<file path="config.mk">
export PLATFORM = sky130hd
export DESIGN_NAME = crossfade_sample_router_unit
export DESIGN_NICKNAME = d
export VERILOG_FILES = /design/src/hw/rtl/cfsr_pkg.sv /design/src/hw/rtl/crossfade_sample_router_unit.sv /design/src/hw/rtl/cfsr_fifo.sv /design/src/hw/rtl/cfsr_front.sv /design/src/hw/rtl/cfsr_back.sv
export VERILOG_INCLUDE_DIRS = /design/src /design/src/hw/rtl
export SDC_FILE = /design/constraint.sdc
export NUM_CORES = 1
export LEC_CHECK = 0
export BUFFER_PORTS_ARGS = -buffer_cell sky130_fd_sc_hd__buf_2
export CAP_MARGIN = 20
export CORE_ASPECT_RATIO = 0.9
export CORE_UTILIZATION = 60
export DETAILED_ROUTE_END_ITERATION = 6
export GPL_ROUTABILITY_DRIVEN = 0
export HOLD_SLACK_MARGIN = 0.1
export PLACE_DENSITY = 0.76
export REMOVE_ABC_BUFFERS = 1
export SETUP_SLACK_MARGIN = 0.02
export SLEW_MARGIN = 20
export SYNTH_ARGS = -nofsm -noshare
export SYNTH_HDL_FRONTEND = slang
export SYNTH_SLANG_ARGS = --single-unit
export TNS_END_PERCENT = 20
</file>
<file path="constraint.sdc">
create_clock -name clk -period 5.9 [get_ports clk]
set_input_delay 0.885 -clock clk [delete_from_list [all_inputs] [get_ports clk]]
set_output_delay 0.885 -clock clk [all_outputs]
set_load 0.05 [all_outputs]
</file>
<file path="src/hw/rtl/crossfade_sample_router_unit_defines.svh">
// Assertion macros for the crossfade sample router.
// Used by crossfade_sample_router_unit; the caller provides clk and rst_n.
`ifndef CROSSFADE_SAMPLE_ROUTER_UNIT_DEFINES_SVH
`define CROSSFADE_SAMPLE_ROUTER_UNIT_DEFINES_SVH

// Same-cycle implication, disabled while in reset.
`define CFSR_ASSERT_IMP(lbl, ante, cons, msg) \
  lbl: assert property (@(posedge clk) disable iff (!rst_n) (ante) |-> (cons)) \
    else $error(msg);

// Next-cycle implication, disabled while in reset.
`define CFSR_ASSERT_NXT(lbl, ante, cons, msg) \
  lbl: assert property (@(posedge clk) disable iff (!rst_n) (ante) |=> (cons)) \
    else $error(msg);

`endif

</file>
<file path="src/hw/rtl/cfsr_pkg.sv">
// Package for the crossfade sample router: widths, front state type,
// descriptor passed from front to back, and the outlet count clamp.
`timescale 1ns / 1ps
`default_nettype none
package cfsr_pkg;

  localparam int MAX_OUTLETS = 16;
  localparam int SAMPLE_BITS = 24;
  localparam int FRAC_BITS   = 8;
  localparam int POS_BITS    = 16;
  localparam int IPART_BITS  = POS_BITS - FRAC_BITS;
  localparam int CNT_W       = 5;
  localparam int IDX_W       = 4;
  localparam int DIV_CNT_W   = $clog2(IPART_BITS);
  localparam int PROD_W      = SAMPLE_BITS + FRAC_BITS + 1;
  localparam int FIFO_DEPTH  = 2;
  localparam int FIFO_AW     = $clog2(FIFO_DEPTH);
  localparam int FIFO_CW     = $clog2(FIFO_DEPTH + 1);

  localparam logic [CNT_W-1:0] PREV_RESET = '1;

  typedef enum logic [1:0] {
    F_IDLE,
    F_DIV,
    F_MUL,
    F_PUSH
  } front_state_t;

  typedef struct packed {
    logic [CNT_W-1:0]              n;
    logic [IDX_W-1:0]              cur;
    logic [IDX_W-1:0]              nb;
    logic signed [SAMPLE_BITS-1:0] cur_val;
    logic signed [SAMPLE_BITS-1:0] nb_val;
    logic                          sync;
  } cfsr_desc_t;

  // Clamp the raw register to 1..MAX_OUTLETS.
  function automatic logic [CNT_W-1:0] active_count(input logic [CNT_W-1:0] raw);
    logic [CNT_W-1:0] n;
    n = raw;
    if (raw == '0) n = CNT_W'(1);
    else if (raw > CNT_W'(MAX_OUTLETS)) n = CNT_W'(MAX_OUTLETS);
    return n;
  endfunction

endpackage
`default_nettype wire

</file>
<file path="src/hw/rtl/crossfade_sample_router_unit.sv">
// Crossfade sample router, top level: config register, front, queue, back.
// Depends on cfsr_pkg, cfsr_front, cfsr_fifo, cfsr_back and the defines header.
//
// Each input beat (a signed sample and a signed Q8.8 position) is spread
// over outlet_count outlets (1..16; 0 reads as 1, above 16 as 16). The
// integer part of the position, rounded toward zero, wraps around the ring
// to pick the current outlet; a nonzero fraction hands floor(sample*|frac|/256)
// to the next outlet (positive) or the previous one (negative) and the current
// outlet keeps the rest. One result beat per active outlet leaves in ascending
// order, last_outlet marking the final one and sync_flag set when the current
// outlet moved since the previous item. The front works through an item in
// steps: the accept, a one-bit-per-cycle remainder of the integer part
// against the outlet count, a multiply and the hand-off of the item to a
// two-entry queue, which waits while the queue is full; it takes no new beat
// until that hand-off. The back sends one result beat per cycle while the
// output register is empty or popped, one item's beats after another. Write cfg only while idle.
`timescale 1ns / 1ps
`default_nettype none
`include "crossfade_sample_router_unit_defines.svh"
module crossfade_sample_router_unit import cfsr_pkg::*; (
  input  logic                          clk,
  input  logic                          rst_n,
  input  logic                          in_push,
  output logic                          in_full,
  input  logic signed [SAMPLE_BITS-1:0] in_sample_in,
  input  logic signed [POS_BITS-1:0]    in_position,
  output logic                          out_empty,
  input  logic                          out_pop,
  output logic [IDX_W-1:0]              out_outlet_index,
  output logic signed [SAMPLE_BITS-1:0] out_outlet_value,
  output logic                          out_sync_flag,
  output logic                          out_last_outlet,
  input  logic                          cfg_wr_en,
  input  logic [CNT_W-1:0]              cfg_wr_data
);

  logic [CNT_W-1:0] outlet_count_r, outlet_count_nxt;
  logic [CNT_W-1:0] n_act;
  logic             fifo_push, fifo_full, fifo_pop, fifo_empty;
  cfsr_desc_t       fifo_wr, fifo_rd;
  logic             out_top_hit;

  // Hold the register unless written; clamp once for the whole block.
  assign outlet_count_nxt = cfg_wr_en ? cfg_wr_data : outlet_count_r;
  assign n_act            = active_count(outlet_count_r);

  always_ff @(posedge clk) begin
    if (!rst_n) begin
      outlet_count_r <= CNT_W'(1);
    end else begin
      outlet_count_r <= outlet_count_nxt;
    end
  end

  // Front: accept, wrap and split into two shares.
  cfsr_front u_front (
    .clk       (clk),
    .rst_n     (rst_n),
    .push      (in_push),
    .full      (in_full),
    .sample_in (in_sample_in),
    .position  (in_position),
    .n_act     (n_act),
    .q_push    (fifo_push),
    .q_full    (fifo_full),
    .q_data    (fifo_wr)
  );

  // Queue: decouple the front from a stalled result side.
  cfsr_fifo u_fifo (
    .clk     (clk),
    .rst_n   (rst_n),
    .push    (fifo_push),
    .wr_data (fifo_wr),
    .full    (fifo_full),
    .pop     (fifo_pop),
    .rd_data (fifo_rd),
    .empty   (fifo_empty)
  );

  // Back: advance through the outlets, one result beat per cycle while the output is not held.
  cfsr_back u_back (
    .clk              (clk),
    .rst_n            (rst_n),
    .q_empty          (fifo_empty),
    .q_data           (fifo_rd),
    .q_pop            (fifo_pop),
    .out_empty        (out_empty),
    .out_pop          (out_pop),
    .out_outlet_index (out_outlet_index),
    .out_outlet_value (out_outlet_value),
    .out_sync_flag    (out_sync_flag),
    .out_last_outlet  (out_last_outlet)
  );

  // Result beat sits on the highest active outlet.
  assign out_top_hit = ({1'b0, out_outlet_index} == (n_act - 1'b1));

  // The front never drives a beat into a full queue.
  `CFSR_ASSERT_IMP(a_no_push_full, fifo_push, !fifo_full, "push into full queue")
  // An accepted beat keeps the front busy for the next cycle.
  `CFSR_ASSERT_NXT(a_busy_after_accept, in_push && !in_full, in_full, "front not busy")
  // The last result beat of an item is for the highest active outlet.
  `CFSR_ASSERT_IMP(a_last_index, !out_empty && out_last_outlet, out_top_hit, "last beat on wrong outlet")

endmodule
`default_nettype wire

</file>
<file path="src/hw/rtl/cfsr_fifo.sv">
// Two-entry descriptor queue between router front and back.
// Depends on cfsr_pkg for the descriptor type and depth.
`timescale 1ns / 1ps
`default_nettype none
module cfsr_fifo import cfsr_pkg::*; (
  input  logic       clk,
  input  logic       rst_n,
  input  logic       push,
  input  cfsr_desc_t wr_data,
  output logic       full,
  input  logic       pop,
  output cfsr_desc_t rd_data,
  output logic       empty
);

  cfsr_desc_t         mem_r [FIFO_DEPTH];
  logic [FIFO_AW-1:0] wr_ptr_r, wr_ptr_nxt;
  logic [FIFO_AW-1:0] rd_ptr_r, rd_ptr_nxt;
  logic [FIFO_CW-1:0] cnt_r, cnt_nxt;
  logic               do_push, do_pop;

  assign full    = (cnt_r == FIFO_CW'(FIFO_DEPTH));
  assign empty   = (cnt_r == '0);
  assign do_push = push && !full;
  assign do_pop  = pop && !empty;
  assign rd_data = mem_r[rd_ptr_r];

  always_comb begin
    wr_ptr_nxt = wr_ptr_r;
    rd_ptr_nxt = rd_ptr_r;
    cnt_nxt    = cnt_r;
    if (do_push) wr_ptr_nxt = (wr_ptr_r == FIFO_AW'(FIFO_DEPTH - 1)) ? '0 : wr_ptr_r + 1'b1;
    if (do_pop)  rd_ptr_nxt = (rd_ptr_r == FIFO_AW'(FIFO_DEPTH - 1)) ? '0 : rd_ptr_r + 1'b1;
    if (do_push && !do_pop) cnt_nxt = cnt_r + 1'b1;
    else if (do_pop && !do_push) cnt_nxt = cnt_r - 1'b1;
  end

  always_ff @(posedge clk) begin
    if (!rst_n) begin
      wr_ptr_r <= '0;
      rd_ptr_r <= '0;
      cnt_r    <= '0;
    end else begin
      wr_ptr_r <= wr_ptr_nxt;
      rd_ptr_r <= rd_ptr_nxt;
      cnt_r    <= cnt_nxt;
    end
  end

  always_ff @(posedge clk) begin
    if (do_push) mem_r[wr_ptr_r] <= wr_data;
  end

endmodule
`default_nettype wire

</file>
<file path="src/hw/rtl/cfsr_front.sv">
// Router front: accepts a beat, wraps the integer part by the outlet count
// with a bit-serial remainder, forms both shares. Depends on cfsr_pkg.
`timescale 1ns / 1ps
`default_nettype none
module cfsr_front import cfsr_pkg::*; (
  input  logic                          clk,
  input  logic                          rst_n,
  input  logic                          push,
  output logic                          full,
  input  logic signed [SAMPLE_BITS-1:0] sample_in,
  input  logic signed [POS_BITS-1:0]    position,
  input  logic [CNT_W-1:0]              n_act,
  output logic                          q_push,
  input  logic                          q_full,
  output cfsr_desc_t                    q_data
);

  front_state_t                  state_r, state_nxt;
  logic [DIV_CNT_W-1:0]          cnt_r, cnt_nxt;
  logic signed [SAMPLE_BITS-1:0] sample_r, sample_nxt;
  logic                          neg_r, neg_nxt;
  logic [FRAC_BITS-1:0]          fmag_r, fmag_nxt;
  logic [IPART_BITS-1:0]         div_r, div_nxt;
  logic [CNT_W-1:0]              rem_r, rem_nxt;
  logic [CNT_W-1:0]              n_r, n_nxt;
  logic [IDX_W-1:0]              cur_r, cur_nxt;
  logic [IDX_W-1:0]              nb_r, nb_nxt;
  logic                          whole_r, whole_nxt;
  logic signed [PROD_W-1:0]      prod_r, prod_nxt;
  logic [CNT_W-1:0]              prev_r, prev_nxt;

  logic                          accept;
  logic [POS_BITS-1:0]           mag;
  logic [CNT_W-1:0]              trial;
  logic [CNT_W-1:0]              cur_w;
  logic [CNT_W-1:0]              cur_inc;
  logic signed [PROD_W-1:0]      shifted;
  logic signed [SAMPLE_BITS-1:0] share;

  assign accept = push && !full;
  assign mag    = position[POS_BITS-1] ? (~$unsigned(position) + 1'b1) : $unsigned(position);
  assign trial  = {rem_r[CNT_W-2:0], div_r[IPART_BITS-1]};

  // Wrap: a negative remainder folds back from the top of the ring.
  assign cur_w   = (neg_r && rem_r != '0) ? (n_r - rem_r) : rem_r;
  assign cur_inc = cur_w + 1'b1;

  assign shifted = prod_r >>> FRAC_BITS;
  assign share   = whole_r ? '0 : shifted[SAMPLE_BITS-1:0];

  // Next state.
  always_comb begin
    state_nxt = state_r;
    case (state_r)
      F_IDLE:  if (push) state_nxt = F_DIV;
      F_DIV:   if (cnt_r == DIV_CNT_W'(IPART_BITS - 1)) state_nxt = F_MUL;
      F_MUL:   state_nxt = F_PUSH;
      F_PUSH:  if (!q_full) state_nxt = F_IDLE;
      default: state_nxt = F_IDLE;
    endcase
  end

  // Outputs.
  always_comb begin
    full   = 1'b1;
    q_push = 1'b0;
    case (state_r)
      F_IDLE:  full = 1'b0;
      F_PUSH:  q_push = !q_full;
      default: begin
        full   = 1'b1;
        q_push = 1'b0;
      end
    endcase
  end

  // Datapath.
  always_comb begin
    cnt_nxt    = cnt_r;
    sample_nxt = sample_r;
    neg_nxt    = neg_r;
    fmag_nxt   = fmag_r;
    div_nxt    = div_r;
    rem_nxt    = rem_r;
    n_nxt      = n_r;
    cur_nxt    = cur_r;
    nb_nxt     = nb_r;
    whole_nxt  = whole_r;
    prod_nxt   = prod_r;
    prev_nxt   = prev_r;
    if (accept) begin
      cnt_nxt    = '0;
      sample_nxt = sample_in;
      neg_nxt    = position[POS_BITS-1];
      fmag_nxt   = mag[FRAC_BITS-1:0];
      div_nxt    = mag[POS_BITS-1:FRAC_BITS];
      rem_nxt    = '0;
      n_nxt      = n_act;
    end
    if (state_r == F_DIV) begin
      cnt_nxt = cnt_r + 1'b1;
      div_nxt = div_r << 1;
      rem_nxt = (trial >= n_r) ? (trial - n_r) : trial;
    end
    if (state_r == F_MUL) begin
      cur_nxt   = cur_w[IDX_W-1:0];
      whole_nxt = (fmag_r == '0) || (n_r == CNT_W'(1));
      prod_nxt  = PROD_W'(sample_r) * PROD_W'($signed({1'b0, fmag_r}));
      if (!neg_r) begin
        nb_nxt = (cur_inc == n_r) ? '0 : cur_inc[IDX_W-1:0];
      end else begin
        nb_nxt = (cur_w == '0) ? IDX_W'(n_r - 1'b1) : IDX_W'(cur_w - 1'b1);
      end
    end
    if (q_push) prev_nxt = {1'b0, cur_r};
  end

  always_comb begin
    q_data.n       = n_r;
    q_data.cur     = cur_r;
    q_data.nb      = nb_r;
    q_data.cur_val = sample_r - share;
    q_data.nb_val  = share;
    q_data.sync    = ({1'b0, cur_r} != prev_r);
  end

  always_ff @(posedge clk) begin
    if (!rst_n) begin
      state_r <= F_IDLE;
      prev_r  <= PREV_RESET;
    end else begin
      state_r <= state_nxt;
      prev_r  <= prev_nxt;
    end
  end

  always_ff @(posedge clk) begin
    cnt_r    <= cnt_nxt;
    sample_r <= sample_nxt;
    neg_r    <= neg_nxt;
    fmag_r   <= fmag_nxt;
    div_r    <= div_nxt;
    rem_r    <= rem_nxt;
    n_r      <= n_nxt;
    cur_r    <= cur_nxt;
    nb_r     <= nb_nxt;
    whole_r  <= whole_nxt;
    prod_r   <= prod_nxt;
  end

endmodule
`default_nettype wire

</file>
<file path="src/hw/rtl/cfsr_back.sv">
// Router back: walks the outlets of the head descriptor, one result beat per
// cycle into an output register while it is empty or popped. Depends on cfsr_pkg.
`timescale 1ns / 1ps
`default_nettype none
module cfsr_back import cfsr_pkg::*; (
  input  logic                          clk,
  input  logic                          rst_n,
  input  logic                          q_empty,
  input  cfsr_desc_t                    q_data,
  output logic                          q_pop,
  output logic                          out_empty,
  input  logic                          out_pop,
  output logic [IDX_W-1:0]              out_outlet_index,
  output logic signed [SAMPLE_BITS-1:0] out_outlet_value,
  output logic                          out_sync_flag,
  output logic                          out_last_outlet
);

  logic                          ov_r, ov_nxt;
  logic [IDX_W-1:0]              k_r, k_nxt;
  logic [IDX_W-1:0]              idx_r;
  logic signed [SAMPLE_BITS-1:0] val_r;
  logic                          sync_r, last_r;
  logic                          step, emit, last_k;
  logic signed [SAMPLE_BITS-1:0] val_w;

  assign step   = !ov_r || out_pop;
  assign emit   = step && !q_empty;
  assign last_k = ({1'b0, k_r} == (q_data.n - 1'b1));
  assign q_pop  = emit && last_k;

  always_comb begin
    if (k_r == q_data.cur)     val_w = q_data.cur_val;
    else if (k_r == q_data.nb) val_w = q_data.nb_val;
    else                       val_w = '0;
  end

  always_comb begin
    ov_nxt = ov_r;
    k_nxt  = k_r;
    if (emit) begin
      ov_nxt = 1'b1;
      k_nxt  = last_k ? '0 : k_r + 1'b1;
    end else if (out_pop) begin
      ov_nxt = 1'b0;
    end
  end

  always_ff @(posedge clk) begin
    if (!rst_n) begin
      ov_r <= 1'b0;
      k_r  <= '0;
    end else begin
      ov_r <= ov_nxt;
      k_r  <= k_nxt;
    end
  end

  always_ff @(posedge clk) begin
    if (emit) begin
      idx_r  <= k_r;
      val_r  <= val_w;
      sync_r <= q_data.sync;
      last_r <= last_k;
    end
  end

  assign out_empty        = !ov_r;
  assign out_outlet_index = idx_r;
  assign out_outlet_value = val_r;
  assign out_sync_flag    = sync_r;
  assign out_last_outlet  = last_r;

endmodule
`default_nettype wire

</file>
==> results_dict.tcl <==
set metrics [dict create \
    outcome "complete, but fails checks" \
    violations "design-rule violations" \
    die_area_sq_um 30710 \
    post-route-min-period_ns 5.685 \
    worst_pin_slew_ns 1.111 \
    synth.area.top_cells "edfxtp_1, fa_1, ha_1, inv_1, mux2i_1" \
    via_per_inst 5.468 \
    wl_um 35310 \
    synth_area_per_cell_sq_um 11.37 \
    hpwl_um 25940 \
    maxCapViolations 0 \
    synth-async-reset-ratio_pct 0 \
    finalNetCount 1987 \
    antenna_cells 0 \
    num_vias 11470 \
    fin_ws_ns 0.2153 \
    maxSlewViolCount 0 \
    cts_setup_buffers 0 \
    tritoncts "yes" \
    antenna_left 0 \
    rows 59 \
    syn_area_sq_um 18010 \
    fmax_ghz 0.1759 \
    die_w_um 184.6 \
    numCtsBuffers 28 \
    synthDominantCellAreaShare_pct 40.03 \
    synth_flop_cell "edfxtp_1" \
    worstPathMaxFanout 13 \
    grt_max_degree 65 \
    critPathKind "reg -> reg" \
    clock_latency_ns 0.56 \
    area_growth_pct 10.74 \
    crit_required_ns 6.20 \
    io_buffers 81 \
    post_cts_resized 0 \
    globalRouteTotalUtil_pct 23.63 \
    skew_ns 0.007607 \
    grt_pass1_vias 11350 \
    ctsHoldBuffers 0 \
    cp-end-kind "flip-flop" \
    period_share_pct 96.35 \
    min_path_type "reg -> reg" \
    antenna_found_initial 0 \
    fin_setup_tns_ns 0 \
    yosysUniqueCellTypes 61 \
    ctsLongestPathBuffers 3 \
    postSynthCellCount 1584 \
    synth_edf_count 240 \
    cts-root-buf "clkbuf_16" \
    start_kind "flip-flop" \
    wl_per_cell_um 16.83 \
    critPathArrivalTime_ns 5.99 \
    coreArea_sq_um 29230 \
    die_y_um 166.3 \
    overflow 0 \
    ys_seq_area_share_pct 42.58 \
    yosysTopAreaCell "edfxtp_1" \
    grt_first_pass_wirelength_um 57200 \
    clk_pin_slew_worst_paths_ns 0.06 \
    relSlewSlack_pct 25.92 \
    dp_slack_ns 0.2168 \
    initial_core_util_pct 61.59 \
    drt_pre_antenna_iters 7 \
    yosysWarnings 0 \
    ys_seq_elements 263 \
    io_pins 82 \
    drc 1 \
    r2r_slack_ns 0.22 \
    drtIter0Drc 981 \
    drive_above_1_share_pct 9.518 \
    finalHoldViolCount 0 \
    rsz0062_at_grt "false" \
    setup_viol 0 \
    clock-sinks 263 \
    htree_levels 1 \
]
==> per-stage QoR <==
step	cell area (sq um)	hold slack, ns	utilization [%]	std cells
after floorplan	17850	0.4215	-	1544
after global placement	18910	0.4344	64.70	2039
after detailed placement	18910	0.4427	64.70	2039
after CTS	19860	0.4509	67.95	2091
after global routing	19940	0.4743	68.21	2098
final	19940	0.4531	68.21	2098
==> critical path, stage by stage (launching register included) <==
cell and delay (ns):
edfxtp_1 0.65, nand2_1 0.15, fa_1 0.58, inv_1 0.06, fa_1 0.49, fa_1 0.55, inv_1 0.05, fa_1 0.52
inv_1 0.04, ha_1 0.34, and4_1 0.22, a21oi_1 0.14, a21boi_0 0.32, o21ai_0 0.26, a311oi_1 0.62, o21ai_0 0.24
xor2_1 0.18
==> state kept, by name, indices dropped and copies added, names as in the netlist, 8 cells and up, named ones only <==
register	cells
u_front.prod_r	24
u_front.fmag_r	8
u_fifo.mem_r	124
u_back.out_outlet_value	24
u_front.div_r	8
u_front.sample_r	24
==> cell families after synthesis <==
group	Yosys count	synth area share, %
flip-flops	263	42.58
adder cells (fa/ha/maj)	257	24.11
buffers and inverters	299	6.261
AND/OR/NAND/NOR	398	11.02
multiplexers	76	4.232
XOR/XNOR	96	4.670
AO/OA/AOI/OAI	195	7.123
==> placed cells by master, fill, tap and decap left out, types with 5 or more instances in the layout <==
| master | netlist | routed |
|---|---|---|
| clkbuf_1 | 32 | 6 |
| and2_1 | 93 | 93 |
| dfxtp_1 | 23 | 22 |
| nor4_1 | 5 | 5 |
| a22o_1 | 7 | 7 |
| fa_1 | 150 | 150 |
| xnor2_1 | 69 | 69 |
| xor2_1 | 27 | 27 |
| ha_1 | 107 | 107 |
| o21a_1 | 8 | 8 |
| mux2i_1 | 75 | 75 |
| a31oi_1 | 5 | 5 |
| a21oi_1 | 50 | 50 |
| buf_2 | 4 | 81 |
| o21ai_0 | 30 | 30 |
| o21bai_1 | 5 | 5 |
| a211oi_1 | 12 | 12 |
| nor2_1 | 59 | 56 |
| buf_4 | 0 | 23 |
| nand2_1 | 147 | 147 |
| nor2b_1 | 12 | 12 |
| o31ai_1 | 7 | 7 |
| inv_1 | 259 | 259 |
| clkinv_1 | 0 | 7 |
| a21o_1 | 12 | 12 |
| nor3_1 | 9 | 9 |
| o22ai_1 | 30 | 30 |
| or3_1 | 6 | 6 |
| nand2b_1 | 30 | 30 |
| nand3_1 | 14 | 14 |
| edfxtp_1 | 240 | 240 |
| clkbuf_16 | 0 | 28 |
==> layout make-up <==
cell class                 count  area (sq um)
clock buffer                  35         737.0
clock inverter                17         212.7
fill                        2157          9293
inverter                     259         972.2
multi-input combinational   1022          9234
sequential                   263          7671
tap                          396         495.5
timing repair buffer         106         618.1
==> metal layers <==
layer / part of all wire [%] / up-vias / wire [um] / track usage [%]
met1: 47 / 5585 / 16520 / 36.06
met5: 0 / - / 0 / 0
met2: 45 / 357 / 15940 / 36.31
li1: - / 5487 / - / -
met3: 6.4 / 42 / 2247 / 3.136
met4: 1.7 / 0 / 606 / 4.928
==> cell usage after synthesis, types with 12 or more instances <==
| master | instances |
|---|---|
| o22ai_1 | 30 |
| fa_1 | 150 |
| inv_1 | 259 |
| nand2b_1 | 30 |
| a211oi_1 | 12 |
| clkbuf_1 | 32 |
| ha_1 | 107 |
| a21o_1 | 12 |
| a21oi_1 | 50 |
| o21ai_0 | 30 |
| nor2_1 | 59 |
| nand3_1 | 14 |
| and2_1 | 93 |
| edfxtp_1 | 240 |
| xnor2_1 | 69 |
| nor2b_1 | 12 |
| mux2i_1 | 75 |
| dfxtp_1 | 23 |
| nand2_1 | 147 |
| xor2_1 | 27 |
==> path summary, 6_finish.rpt <==
check / from / to / cells past startpoint
setup / recovery: u_front.fmag_r[5] / u_front.prod_r[16] / 16
hold / removal: u_front.nb_r[3] / u_fifo.mem_r[1][52] / 0
setup reg to reg: u_front.fmag_r[5] / u_front.prod_r[16] / 16
hold reg to reg: u_front.nb_r[3] / u_fifo.mem_r[1][52] / 0
Power is not shown: default switching activity piles up to over one toggle a cycle in this logic, so the estimate is an artifact.
